File: src/hw/rtl/pptl_pkg.sv
`timescale 1ns / 1ps
// ----------------------------------------------------------------------------
// pptl_pkg
// Shared types and constants of the periodic point triangle locator.
// ----------------------------------------------------------------------------
package pptl_pkg;

	localparam int COORD_BITS  = 24;
	localparam int TABLE_DEPTH = 256;
	localparam int SLOT_BITS   = 8;
	localparam int PERIOD_BITS = 23;
	localparam int COUNT_BITS  = 9;
	localparam int DIFF_BITS   = COORD_BITS + 1;
	localparam int PROD_BITS   = 2 * DIFF_BITS;
	localparam int ENTRY_BITS  = 6 * COORD_BITS;
	localparam int DIV_STEPS   = COORD_BITS;
	localparam int STEP_BITS   = $clog2(DIV_STEPS);
	localparam int CFG_IDX_BITS = 2;

	localparam logic CMD_LOAD  = 1'b0;
	localparam logic CMD_QUERY = 1'b1;

	localparam logic [CFG_IDX_BITS-1:0] CFG_CELL_WIDTH     = 2'd0;
	localparam logic [CFG_IDX_BITS-1:0] CFG_CELL_HEIGHT    = 2'd1;
	localparam logic [CFG_IDX_BITS-1:0] CFG_TRIANGLE_COUNT = 2'd2;

	localparam logic [PERIOD_BITS-1:0] CELL_RESET  = 23'd256;
	localparam logic [COUNT_BITS-1:0]  COUNT_RESET = 9'd0;
	localparam logic [COUNT_BITS-1:0]  COUNT_LIMIT = COUNT_BITS'(TABLE_DEPTH);

	typedef struct packed {
		logic                         cmd;
		logic [SLOT_BITS-1:0]         slot;
		logic signed [COORD_BITS-1:0] ax;
		logic signed [COORD_BITS-1:0] ay;
		logic signed [COORD_BITS-1:0] bx;
		logic signed [COORD_BITS-1:0] by;
		logic signed [COORD_BITS-1:0] cx;
		logic signed [COORD_BITS-1:0] cy;
		logic [PERIOD_BITS-1:0]       wx;
		logic [PERIOD_BITS-1:0]       wy;
	} pptl_item_t;

	typedef enum logic [1:0] {F_IDLE, F_DIV, F_PUSH} front_state_t;
	typedef enum logic {B_IDLE, B_SCAN} back_state_t;

endpackage

File: src/hw/rtl/pptl_queue.sv
`timescale 1ns / 1ps
// ----------------------------------------------------------------------------
// pptl_queue
// Two-entry queue between the front and the back.
// ----------------------------------------------------------------------------
module pptl_queue import pptl_pkg::*; (
	input  logic       clk,
	input  logic       arst_n,
	input  logic       push_valid,
	output logic       push_ready,
	input  pptl_item_t push_item,
	output logic       pop_valid,
	input  logic       pop_ready,
	output pptl_item_t pop_item
);

	pptl_item_t  slots_q [2];
	logic        wr_ptr_q, rd_ptr_q;
	logic [1:0]  fill_q;
	logic        push, pop;

	assign push_ready = (fill_q != 2'd2);
	assign pop_valid  = (fill_q != 2'd0);
	assign push       = push_valid && push_ready;
	assign pop        = pop_valid && pop_ready;
	assign pop_item   = slots_q[rd_ptr_q];

	always_ff @(posedge clk or negedge arst_n) begin
		if (!arst_n) begin
			wr_ptr_q <= 1'b0;
			rd_ptr_q <= 1'b0;
			fill_q   <= 2'd0;
		end else begin
			if (push) begin
				wr_ptr_q <= ~wr_ptr_q;
			end
			if (pop) begin
				rd_ptr_q <= ~rd_ptr_q;
			end
			if (push && !pop) begin
				fill_q <= fill_q + 2'd1;
			end else if (pop && !push) begin
				fill_q <= fill_q - 2'd1;
			end
		end
	end

	always_ff @(posedge clk) begin
		if (push) begin
			slots_q[wr_ptr_q] <= push_item;
		end
	end

endmodule

File: config.mk
export PLATFORM = sky130hd
export DESIGN_NAME = pptl_queue
export DESIGN_NICKNAME = d
export VERILOG_FILES = /design/src/hw/rtl/pptl_pkg.sv /design/src/hw/rtl/pptl_queue.sv
export SDC_FILE = /design/constraint.sdc
export NUM_CORES = 1
export LEC_CHECK = 0
export BUFFER_PORTS_ARGS = -buffer_cell sky130_fd_sc_hd__clkbuf_2
export CAP_MARGIN = 20
export CORE_AREA = 2 2 222 169
export CTS_CLUSTER_DIAMETER = 40
export CTS_CLUSTER_SIZE = 10
export DETAILED_ROUTE_END_ITERATION = 8
export DIE_AREA = 0 0 224 171
export PLACE_DENSITY = 0.67
export SYNTH_ARGS = -nofsm -noshare
export SYNTH_HDL_FRONTEND = slang
export SYNTH_SLANG_ARGS = --single-unit
File: constraint.sdc
create_clock -name clk -period 9.43 [get_ports clk]
set_input_delay 1.4145 -clock clk [delete_from_list [all_inputs] [get_ports clk]]
set_output_delay 1.4145 -clock clk [all_outputs]
set_load 0.01 [all_outputs]
==> results.md <==
- Fin Clk Skew: roughly 0.017 ns
- Placer Congestion: between 0.7 and 0.8
- Largest area contributor in the netlist: edfxtp_1
- Die area: around 38000 sq um
- Syn Nets: about 840
- Clock buffer depth: 3
- Worst-margin pin slew: roughly 1.1 ns
- VDD IR-drop max: ~0.19 mV
- Clk_lat worst skew: about 0.53 ns
- Setup total negative slack: 0 ns
- R2r setup slk: about 6.7 ns
- Core area: ~36000 sq um
- H-tree lvl count: 2
- Fill cells: around 3k
- Post-route DRC: 0
- Final setup violation count: 0
- Largest net degree at the start of global routing: 130
- Fmax: 0.226 GHz
- Critical-path maximum fanout: between 70 and 80
- PD cells: around 310 nW/um^2
- Crit start category: register
- Critical path buffers and inverters: 2
- Met1 Use GR: roughly 18%
- CP Class: reg2out
- Yosys warnings: 0
- Die Span Y: ~170 microns
- Leakage Power: slightly below 7 nW
- Pins over their slew limit: 0
- Met2 Use GR: between 20% and 30%
- CTS root buf: clkbuf_16
- Post-layout net count: between 1k and 1.5k
- I/O Pins: 404
- Die Span X: approximately 220 microns
- Share of layout cells above drive strength 1: ~61%
- First-pass iteration count of the detailed router: 4
- Tmin final: between 4 and 5 ns
- Netlist cell types: 14
- Initial core utilization: 40.3%
- Leading cell type in the layout, fill and taps excluded: clkbuf_2
- Commonest non-fill, non-tap cells in the layout: clkbuf_2 (403), edfxtp_1 (398), mux2_2 (199), clkbuf_16 (49), clkbuf_1 (15)
- Post-cts gate resize count: 0
- Antenna-violating nets left: 0
- Vias in the first global route: about 7.4k
- Clock Pin Slew Worst Setup and Hold Paths: roughly 0.05 ns
- Port Buffer Count: around 400
- Area of the multi-input gates: ~2300 sq um
- Hold Worst Slack: about 0.51 ns
- Number of synthesized register bits: approximately 400
- Mapped Cells: roughly 640
- Sequential share of the synthesized area: ~82%
- Register area: roughly 12000 sq um
- Post-CTS Setup Repair Bufs: 0
- Critical Path End Type: output pin
- Dpl hpwl: a little under 20 mm
- Per-cell routed wire length: 18.9 microns
- Vias: about 7.4k
- Worst slew margin: roughly 29%
- Layout area overhead: 25.5%
- Number of max-cap violations: 0
- GRT busiest layer: met2
- Worst EP arrival: roughly 3.0 ns
- # hold bufs at CTS: 0
- Outcome: finished clean
- Syn Area/Cell: 23.0 sq um
- Hold Fails Final Rpt: 0
- Final critical-path share of the clock period: a little under half
- Avg Vias per Cell: 4.73
- Total Routed Length: a little under 30 mm
- Initial antenna violation count: 2
- Unrepaired setup endpoints after global routing: no
- DRT iter0 DRCs: approximately 410
- Overall Global Routing Usage: roughly 15%
- Max stage delay on crit path: roughly 0.9 ns
- CTS Buf Count: 48
- WP data required: between 8 and 9 ns
- Cell Area, Synth: 14700 sq um
- Critical path, cell by cell: buf_4 -> mux2_2 -> clkbuf_2
- Top cells by area, synth: edfxtp_1 (81%), mux2_2 (15%), clkbuf_8 (1.8%), dfrtp_1 (0.68%), buf_6 (0.23%)
- Standard-cell rows: 61
- CTS tree: done
- Total global routing overflow: 0
- CP top delay family: buffers and inverters
- Slowest CP cell: buf_4
- CTS sink count: ~400
- Met3 Use GR: under 10%
- First-pass GRT wire length: approximately 43 mm
- Area fraction of the dominant cell type after synthesis: 81.4%
- HP Class: reg2reg
-- worst register-to-register path, cell delays in order, from the launching register on --
cell,delay [ns]
dfrtp_1,0.40
nand2b_1,0.16
nand2_1,0.14
nor2_4,0.12
buf_4,0.64
buf_4,0.79
-- registers in the layout, indices dropped and copies added (netlist names) --
register	flops
fill_q	2
rd_ptr_q	1
wr_ptr_q	1
slots_q	398
-- cell usage after synthesis --
library cell,number
edfxtp_1,398
mux2_2,199
clkbuf_8,19
dfrtp_1,4
buf_6,3
xnor2_1,3
nand2_1,2
nor2_1,2
xor2_1,2
and3_1,1
ha_1,1
inv_1,1
nand2b_1,1
or2_2,1
-- final cells by class --
cell class                      instances  area share (%)
Sequential cell                       402            65.5
Multi-Input combinational cell        212            12.7
Timing Repair Buffer                  410            11.3
Clock buffer                           64            6.96
Tap cell                              472            3.21
Clock inverter                          6           0.306
Antenna cell                            2          0.0272
Inverter                                1          0.0204
-- cell families after synthesis --
family	share of synthesized area (%)
simple gates	0.230
xor+xnor	0.298
fa+ha+maj	0.0852
buf+inv	2.04
flops	82.1
mux	15.3
-- worst paths after layout --
kind,startpoint,to,cells after the start
min,fill_q[1]$_DFFE_PN0P_,fill_q[1]$_DFFE_PN0P_,1
min reg2reg,fill_q[1]$_DFFE_PN0P_,fill_q[1]$_DFFE_PN0P_,1
max reg2reg,fill_q[0]$_DFFE_PN0P_,slots_q[0][156]$_DFFE_PP_,5
min in group asynchronous,arst_n,wr_ptr_q$_DFFE_PN0P_,1
max,rd_ptr_q$_DFFE_PN0P_,pop_item[51],3
max in group asynchronous,arst_n,rd_ptr_q$_DFFE_PN0P_,1
-- power breakdown --
part	total (mW)	internal, mW	switching, mW	leakage (nW)
sequential	2.57	2.45	0.122	3.74
combinational	1.62	0.713	0.903	2.54
clock	1.60	0.962	0.634	0.651
-- per-layer routing --
metal | routed length [microns] | part of all wire [%]
met3 | 3250 | 11
met5 | 0 | 0
met4 | 750 | 2.5
met2 | 14000 | 47
met1 | 11700 | 39
-- metrics by stage --
stage               power (mW)  std cells  util, %  area, sq um  worst slack (ns)
detailed placement        4.26       1497     46.9        17100              5.52
CTS                       5.87       1567     50.6        18400              4.94
finish                    5.78       1569     50.6        18400              5.01
global placement          4.24       1497     46.9        17100              5.54
floorplan                 3.74        637        -        14700              2.28
global route              6.07       1568     50.6        18400              4.82
Power figures use the tool's default switching activity.
