### src/hw/rtl/pptl_pkg.sv
`timescale 1ns / 1ps
// ----------------------------------------------------------------------------
// pptl_pkg
// Shared types and constants of the periodic point triangle locator.
// ----------------------------------------------------------------------------
package pptl_pkg;

	localparam int COORD_BITS  = 24;
	localparam int TABLE_DEPTH = 256;
	localparam int SLOT_BITS   = 8;
	localparam int PERIOD_BITS = 23;
	localparam int COUNT_BITS  = 9;
	localparam int DIFF_BITS   = COORD_BITS + 1;
	localparam int PROD_BITS   = 2 * DIFF_BITS;
	localparam int ENTRY_BITS  = 6 * COORD_BITS;
	localparam int DIV_STEPS   = COORD_BITS;
	localparam int STEP_BITS   = $clog2(DIV_STEPS);
	localparam int CFG_IDX_BITS = 2;

	localparam logic CMD_LOAD  = 1'b0;
	localparam logic CMD_QUERY = 1'b1;

	localparam logic [CFG_IDX_BITS-1:0] CFG_CELL_WIDTH     = 2'd0;
	localparam logic [CFG_IDX_BITS-1:0] CFG_CELL_HEIGHT    = 2'd1;
	localparam logic [CFG_IDX_BITS-1:0] CFG_TRIANGLE_COUNT = 2'd2;

	localparam logic [PERIOD_BITS-1:0] CELL_RESET  = 23'd256;
	localparam logic [COUNT_BITS-1:0]  COUNT_RESET = 9'd0;
	localparam logic [COUNT_BITS-1:0]  COUNT_LIMIT = COUNT_BITS'(TABLE_DEPTH);

	typedef struct packed {
		logic                         cmd;
		logic [SLOT_BITS-1:0]         slot;
		logic signed [COORD_BITS-1:0] ax;
		logic signed [COORD_BITS-1:0] ay;
		logic signed [COORD_BITS-1:0] bx;
		logic signed [COORD_BITS-1:0] by;
		logic signed [COORD_BITS-1:0] cx;
		logic signed [COORD_BITS-1:0] cy;
		logic [PERIOD_BITS-1:0]       wx;
		logic [PERIOD_BITS-1:0]       wy;
	} pptl_item_t;

	typedef enum logic [1:0] {F_IDLE, F_DIV, F_PUSH} front_state_t;
	typedef enum logic {B_IDLE, B_SCAN} back_state_t;

endpackage

### src/hw/rtl/pptl_front.sv
`timescale 1ns / 1ps
// ----------------------------------------------------------------------------
// pptl_front
// Accepts transactions, wraps query points into the unit cell with a
// bit-serial remainder, and hands the classified item to the queue.
// ----------------------------------------------------------------------------
module pptl_front import pptl_pkg::*; (
	input  logic                         clk,
	input  logic                         arst_n,
	input  logic                         in_valid,
	output logic                         in_ready,
	input  logic                         cmd,
	input  logic [SLOT_BITS-1:0]         slot,
	input  logic signed [COORD_BITS-1:0] corner_a_x,
	input  logic signed [COORD_BITS-1:0] corner_a_y,
	input  logic signed [COORD_BITS-1:0] corner_b_x,
	input  logic signed [COORD_BITS-1:0] corner_b_y,
	input  logic signed [COORD_BITS-1:0] corner_c_x,
	input  logic signed [COORD_BITS-1:0] corner_c_y,
	input  logic signed [COORD_BITS-1:0] probe_x,
	input  logic signed [COORD_BITS-1:0] probe_y,
	input  logic [PERIOD_BITS-1:0]       cell_width,
	input  logic [PERIOD_BITS-1:0]       cell_height,
	output logic                         push_valid,
	input  logic                         push_ready,
	output pptl_item_t                   push_item
);

	front_state_t           state_q, state_d;
	pptl_item_t             item_q;
	logic [COORD_BITS-1:0]  mag_x_q, mag_y_q;
	logic [PERIOD_BITS-1:0] rem_x_q, rem_y_q;
	logic                   neg_x_q, neg_y_q;
	logic [STEP_BITS-1:0]   step_q;
	logic                   accept;

	function automatic logic [PERIOD_BITS-1:0] rem_step(
		input logic [PERIOD_BITS-1:0] rem,
		input logic                   bit_in,
		input logic [PERIOD_BITS-1:0] p
	);
		logic [PERIOD_BITS:0] t;
		t = {rem, bit_in};
		if (t >= {1'b0, p}) begin
			rem_step = PERIOD_BITS'(t - {1'b0, p});
		end else begin
			rem_step = t[PERIOD_BITS-1:0];
		end
	endfunction

	function automatic logic [PERIOD_BITS-1:0] wrap_fin(
		input logic [PERIOD_BITS-1:0] rem,
		input logic                   neg,
		input logic [PERIOD_BITS-1:0] p
	);
		if (p == '0) begin
			wrap_fin = '0;
		end else if (rem == '0) begin
			wrap_fin = neg ? '0 : p;
		end else begin
			wrap_fin = neg ? PERIOD_BITS'(p - rem) : rem;
		end
	endfunction

	assign in_ready   = (state_q == F_IDLE);
	assign accept     = in_valid && in_ready;
	assign push_valid = (state_q == F_PUSH);

	always_comb begin
		push_item    = item_q;
		push_item.wx = wrap_fin(rem_x_q, neg_x_q, cell_width);
		push_item.wy = wrap_fin(rem_y_q, neg_y_q, cell_height);
	end

	always_ff @(posedge clk or negedge arst_n) begin
		if (!arst_n) begin
			state_q <= F_IDLE;
		end else begin
			state_q <= state_d;
		end
	end

	always_comb begin
		state_d = state_q;
		case (state_q)
			F_IDLE: begin
				if (accept) begin
					state_d = (cmd == CMD_QUERY) ? F_DIV : F_PUSH;
				end
			end
			F_DIV: begin
				if (step_q == STEP_BITS'(DIV_STEPS - 1)) begin
					state_d = F_PUSH;
				end
			end
			F_PUSH: begin
				if (push_ready) begin
					state_d = F_IDLE;
				end
			end
			default: state_d = F_IDLE;
		endcase
	end

	always_ff @(posedge clk) begin
		if (accept) begin
			item_q.cmd  <= cmd;
			item_q.slot <= slot;
			item_q.ax   <= corner_a_x;
			item_q.ay   <= corner_a_y;
			item_q.bx   <= corner_b_x;
			item_q.by   <= corner_b_y;
			item_q.cx   <= corner_c_x;
			item_q.cy   <= corner_c_y;
			item_q.wx   <= '0;
			item_q.wy   <= '0;
			// magnitude of the probe; the most negative value still fits unsigned
			mag_x_q <= probe_x[COORD_BITS-1] ? COORD_BITS'(-probe_x) : probe_x;
			mag_y_q <= probe_y[COORD_BITS-1] ? COORD_BITS'(-probe_y) : probe_y;
			neg_x_q <= probe_x[COORD_BITS-1] || (probe_x == '0);
			neg_y_q <= probe_y[COORD_BITS-1] || (probe_y == '0);
			rem_x_q <= '0;
			rem_y_q <= '0;
			step_q  <= '0;
		end else if (state_q == F_DIV) begin
			rem_x_q <= rem_step(rem_x_q, mag_x_q[COORD_BITS-1], cell_width);
			rem_y_q <= rem_step(rem_y_q, mag_y_q[COORD_BITS-1], cell_height);
			mag_x_q <= {mag_x_q[COORD_BITS-2:0], 1'b0};
			mag_y_q <= {mag_y_q[COORD_BITS-2:0], 1'b0};
			step_q  <= step_q + 1'b1;
		end
	end

endmodule

### config.mk
export PLATFORM = sky130hd
export DESIGN_NAME = pptl_front
export DESIGN_NICKNAME = d
export VERILOG_FILES = /design/src/hw/rtl/pptl_pkg.sv /design/src/hw/rtl/pptl_front.sv
export SDC_FILE = /design/constraint.sdc
export NUM_CORES = 1
export LEC_CHECK = 0
export ABC_AREA = 1
export ABC_CLOCK_PERIOD_IN_PS = 5400
export BUFFER_PORTS_ARGS = -buffer_cell sky130_fd_sc_hd__buf_2
export CORE_ASPECT_RATIO = 0.9
export CORE_MARGIN = 2
export CORE_UTILIZATION = 30
export CTS_CLUSTER_DIAMETER = 80
export CTS_CLUSTER_SIZE = 10
export DETAILED_ROUTE_END_ITERATION = 10
export GPL_TIMING_DRIVEN = 1
export PLACE_DENSITY = 0.56
export SYNTH_ARGS = -nofsm -noshare
export SYNTH_HDL_FRONTEND = slang
export SYNTH_SLANG_ARGS = --single-unit
### constraint.sdc
create_clock -name clk -period 5.4 [get_ports clk]
set_input_delay 0.54 -clock clk [delete_from_list [all_inputs] [get_ports clk]]
set_output_delay 0.54 -clock clk [all_outputs]
set_load 0.05 [all_outputs]
==> results.toml <==
[clock_tree]
postCtsSetupRepairBufs = 0
cts_tree = "done"
clock_latency_ns = 0.61
htreeDepth = 1
path_clk_slew_ns = 0.06
numCtsBuffers = 30
cts.sinks = 256
root_buffer = "clkbuf_16"
cts.path.max_buffers = 3

[global_route]
grtUsageTotal = 0.202
grt_pass1_vias = 16115
grt_pass1_wl_um = 94300
grt_max_degree = 94
antenna_found_initial = 13
grt-ovfl-total = 0

[setup_path]
cp_slowest_cell = "edfxtp_1"
cp.required_ns = 4.86
critPathArrivalTime_ns = 3.23
cp_top_family = "flip-flops"
cp_num_buf_inv = 3
criticalPathCategory = "flip-flop to output pin"
path_cells = "inv_1, nand2_1, nand2_1, inv_1, nand2_1, a21oi_1, buf_2"
cpPeakStageDelay_ns = 1.13
end_kind = "output pin"
critPathMaxFanout = 30
cpMostUsedCell = "nand2_1"
start_kind = "flip-flop"

[synth]
synth_edf_count = 203
synth_cell_type_count = 50
ys_top_cells_by_area = "edfxtp_1, nand2_1, ha_1"
avgSynthCellArea_um2 = 7.42
syn-num-nets = 2709
synthesis.area_um2 = 17500
ys_warn_count = 0
synth_top_area_frac = 0.348
async_flop_share = 0.00781
synthFlopType = "edfxtp_1"
seq_area_frac_synth = 0.409
yosys.area.top_type = "edfxtp_1"
synth_seq_cells = 256
syn_inst = 2361

[power]
cellLeakagePower_nw = 10.1
power_density_nw_per_um2 = 561
ir_worst_vdd_v = 0.000306

[place]
portBuffers = 451
hpwl_um = 51200
place_inst = 3538
gp_congestion = 0.975

[routing]
num_vias = 17368
ant_nets = 0
drc = 0
drt_first_iter_violations = 1590
drt_wl_total_um = 63800
first_pass_iters = 6
wl_per_cell_um = 17.7
vias_per_cell = 4.83

[floorplan]
dieArea_um2 = 60300
fp-row-count = 84
die_h_um = 233
start_util = 0.302
die_x_um = 259
ios = 452
core_area_um2 = 58000

[timing]
max-slew-margin-rel = 0.209
finalCritPeriodShare = 0.698
hold_viol = 0
final.setup_skew_ns = 0.0419
period_needed_ns = 3.77
setup_viol = 0
clock.fmax_ghz = 0.265
fin_setup_tns_ns = 0
rsz0062_at_grt = "no"
worst_pin_slew_ns = 1.19
drv_slew = 0

[final_layout]
stdcell_count = 3597
final_util = 0.370
nets = 3145
syn2layout_area_growth_pct = 22.5
drive_gt1_frac = 0.189
fillers = 6256

[flow_run]
cap_violations = 0

[status]
status = "completed"

[min_path]
hp-class = "input pin to flip-flop"
power breakdown:
part	leakage [nW]	internal (mW)	switching (mW)
Sequential	2.36	2.93	0.411
Clock	0.424	1.05	0.836
Combinational	7.34	1.90	4.91
Total	10.1	5.88	6.16
flip-flops by register name (all words and copies together), names as in the netlist:
| name | cells |
|---|---|
| neg_y_q | 1 |
| rem_x_q | 23 |
| neg_x_q | 1 |
| mag_y_q | 24 |
| mag_x_q | 24 |
| push_item | 153 |
| step_q | 5 |
| state_q | 2 |
| rem_y_q | 23 |
cell families after synthesis:
kind of cell | count (synthesis) | synth area share
buffers and inverters | 372 | 0.0832
flip-flops | 256 | 0.409
XOR/XNOR | 55 | 0.0275
adder cells (fa/ha/maj) | 97 | 0.0710
AND/OR/NAND/NOR | 1217 | 0.298
AO/OA/AOI/OAI | 364 | 0.111
worst register-to-register path, stage by stage (launching register included):
cell and delay (ns):
dfxtp_1 0.42, ha_1 0.33, a21oi_1 0.28, o21ai_2 0.16, nand2_1 0.10, nand2_2 0.10, nand2_4 0.15, nand4_2 0.84
nor2_1 0.33, nor2_1 0.06, nand2_1 0.08, nand2_1 0.06
final timing paths:
| path | start | end | slack (ns) | cells after the start |
|---|---|---|---|---|
| worst max-delay path | neg_y_q$_DFFE_PP_ | push_item[21] | 1.63 | 7 |
| worst min-delay path | corner_a_y[8] | push_item[150]$_DFFE_PP_ | 0.11 | 1 |
| worst max register to register | rem_y_q[2]$_SDFFE_PP0P_ | rem_y_q[19]$_SDFFE_PP0P_ | 2.35 | 11 |
| worst min register to register | rem_y_q[12]$_SDFFE_PP0P_ | rem_y_q[12]$_SDFFE_PP0P_ | 0.47 | 2 |
| max in group asynchronous | arst_n | state_q[0]$_DFFE_PN0P_ | 5.01 | 2 |
| min in group asynchronous | arst_n | state_q[1]$_DFFE_PN0P_ | 0.28 | 2 |
per-layer routing:
layer	vias to the layer above	GRT usage	share of wire
met5	-	0	0.0015
met1	7918	0.307	0.48
met2	625	0.283	0.40
li1	8723	-	-
met3	88	0.0524	0.091
met4	14	0.0399	0.020
cells in the mapped netlist (42+ instances only):
cell type  number
edfxtp_1      203
dfxtp_1        51
inv_1         306
a21oi_1       147
o21ai_0       150
nand3_1       156
nor2_1        252
clkbuf_1       42
nand2_1       648
nand4_1        62
ha_1           93
layout make-up:
class / count / area, µm² / area share
clock buffers: 51 / 840 / 0.0391
flip-flops and latches: 256 / 7170 / 0.334
clock inverters: 4 / 48.8 / 0.00227
multi-input cells: 1733 / 8900 / 0.415
inverters: 315 / 1190 / 0.0553
repair buffers: 461 / 2330 / 0.109
well taps: 774 / 968 / 0.0451
diodes: 3 / 7.51 / 0.000350
metrics by stage:
step                total power, mW  hold WS [ns]  setup WS [ns]  instance area, µm²
finish                         12.0         0.106           1.63               21500
detailed placement             10.1         0.346           2.01               20500
floorplan                      8.39         0.244           1.08               17500
CTS                            12.1        0.0681           1.69               21400
global route                   12.9        0.0780           1.45               21500
global placement               10.1         0.347           2.06               20500
cells in the final DEF (no fill, tap or decap), drive strengths merged, types with 2 or more instances in the layout:
cell and count:
nand4 64, o211ai 10, and2 6, a21o 3, nand2 655, nor4 10
nand3b 25, inv 312, xor2 27, o21ai 170, a21oi 148, dfxtp 51
xnor2 28, fa 4, nor2 260, or2 5, clkinv 7, a21boi 4
clkbuf 51, nand3 160, edfxtp 203, buf 460, a31oi 8, diode 3
o21bai 13, dfrtp 2, ha 93, nor3 29, o31ai 6
timing repair:
| item | CTS | global route |
|---|---|---|
| endpoints found under the hold margin | 2 | 0 |
| resized for setup | 0 | 0 |
| hold buffers | 1 | 0 |
Note: power is estimated with default switching activity, not from simulation.
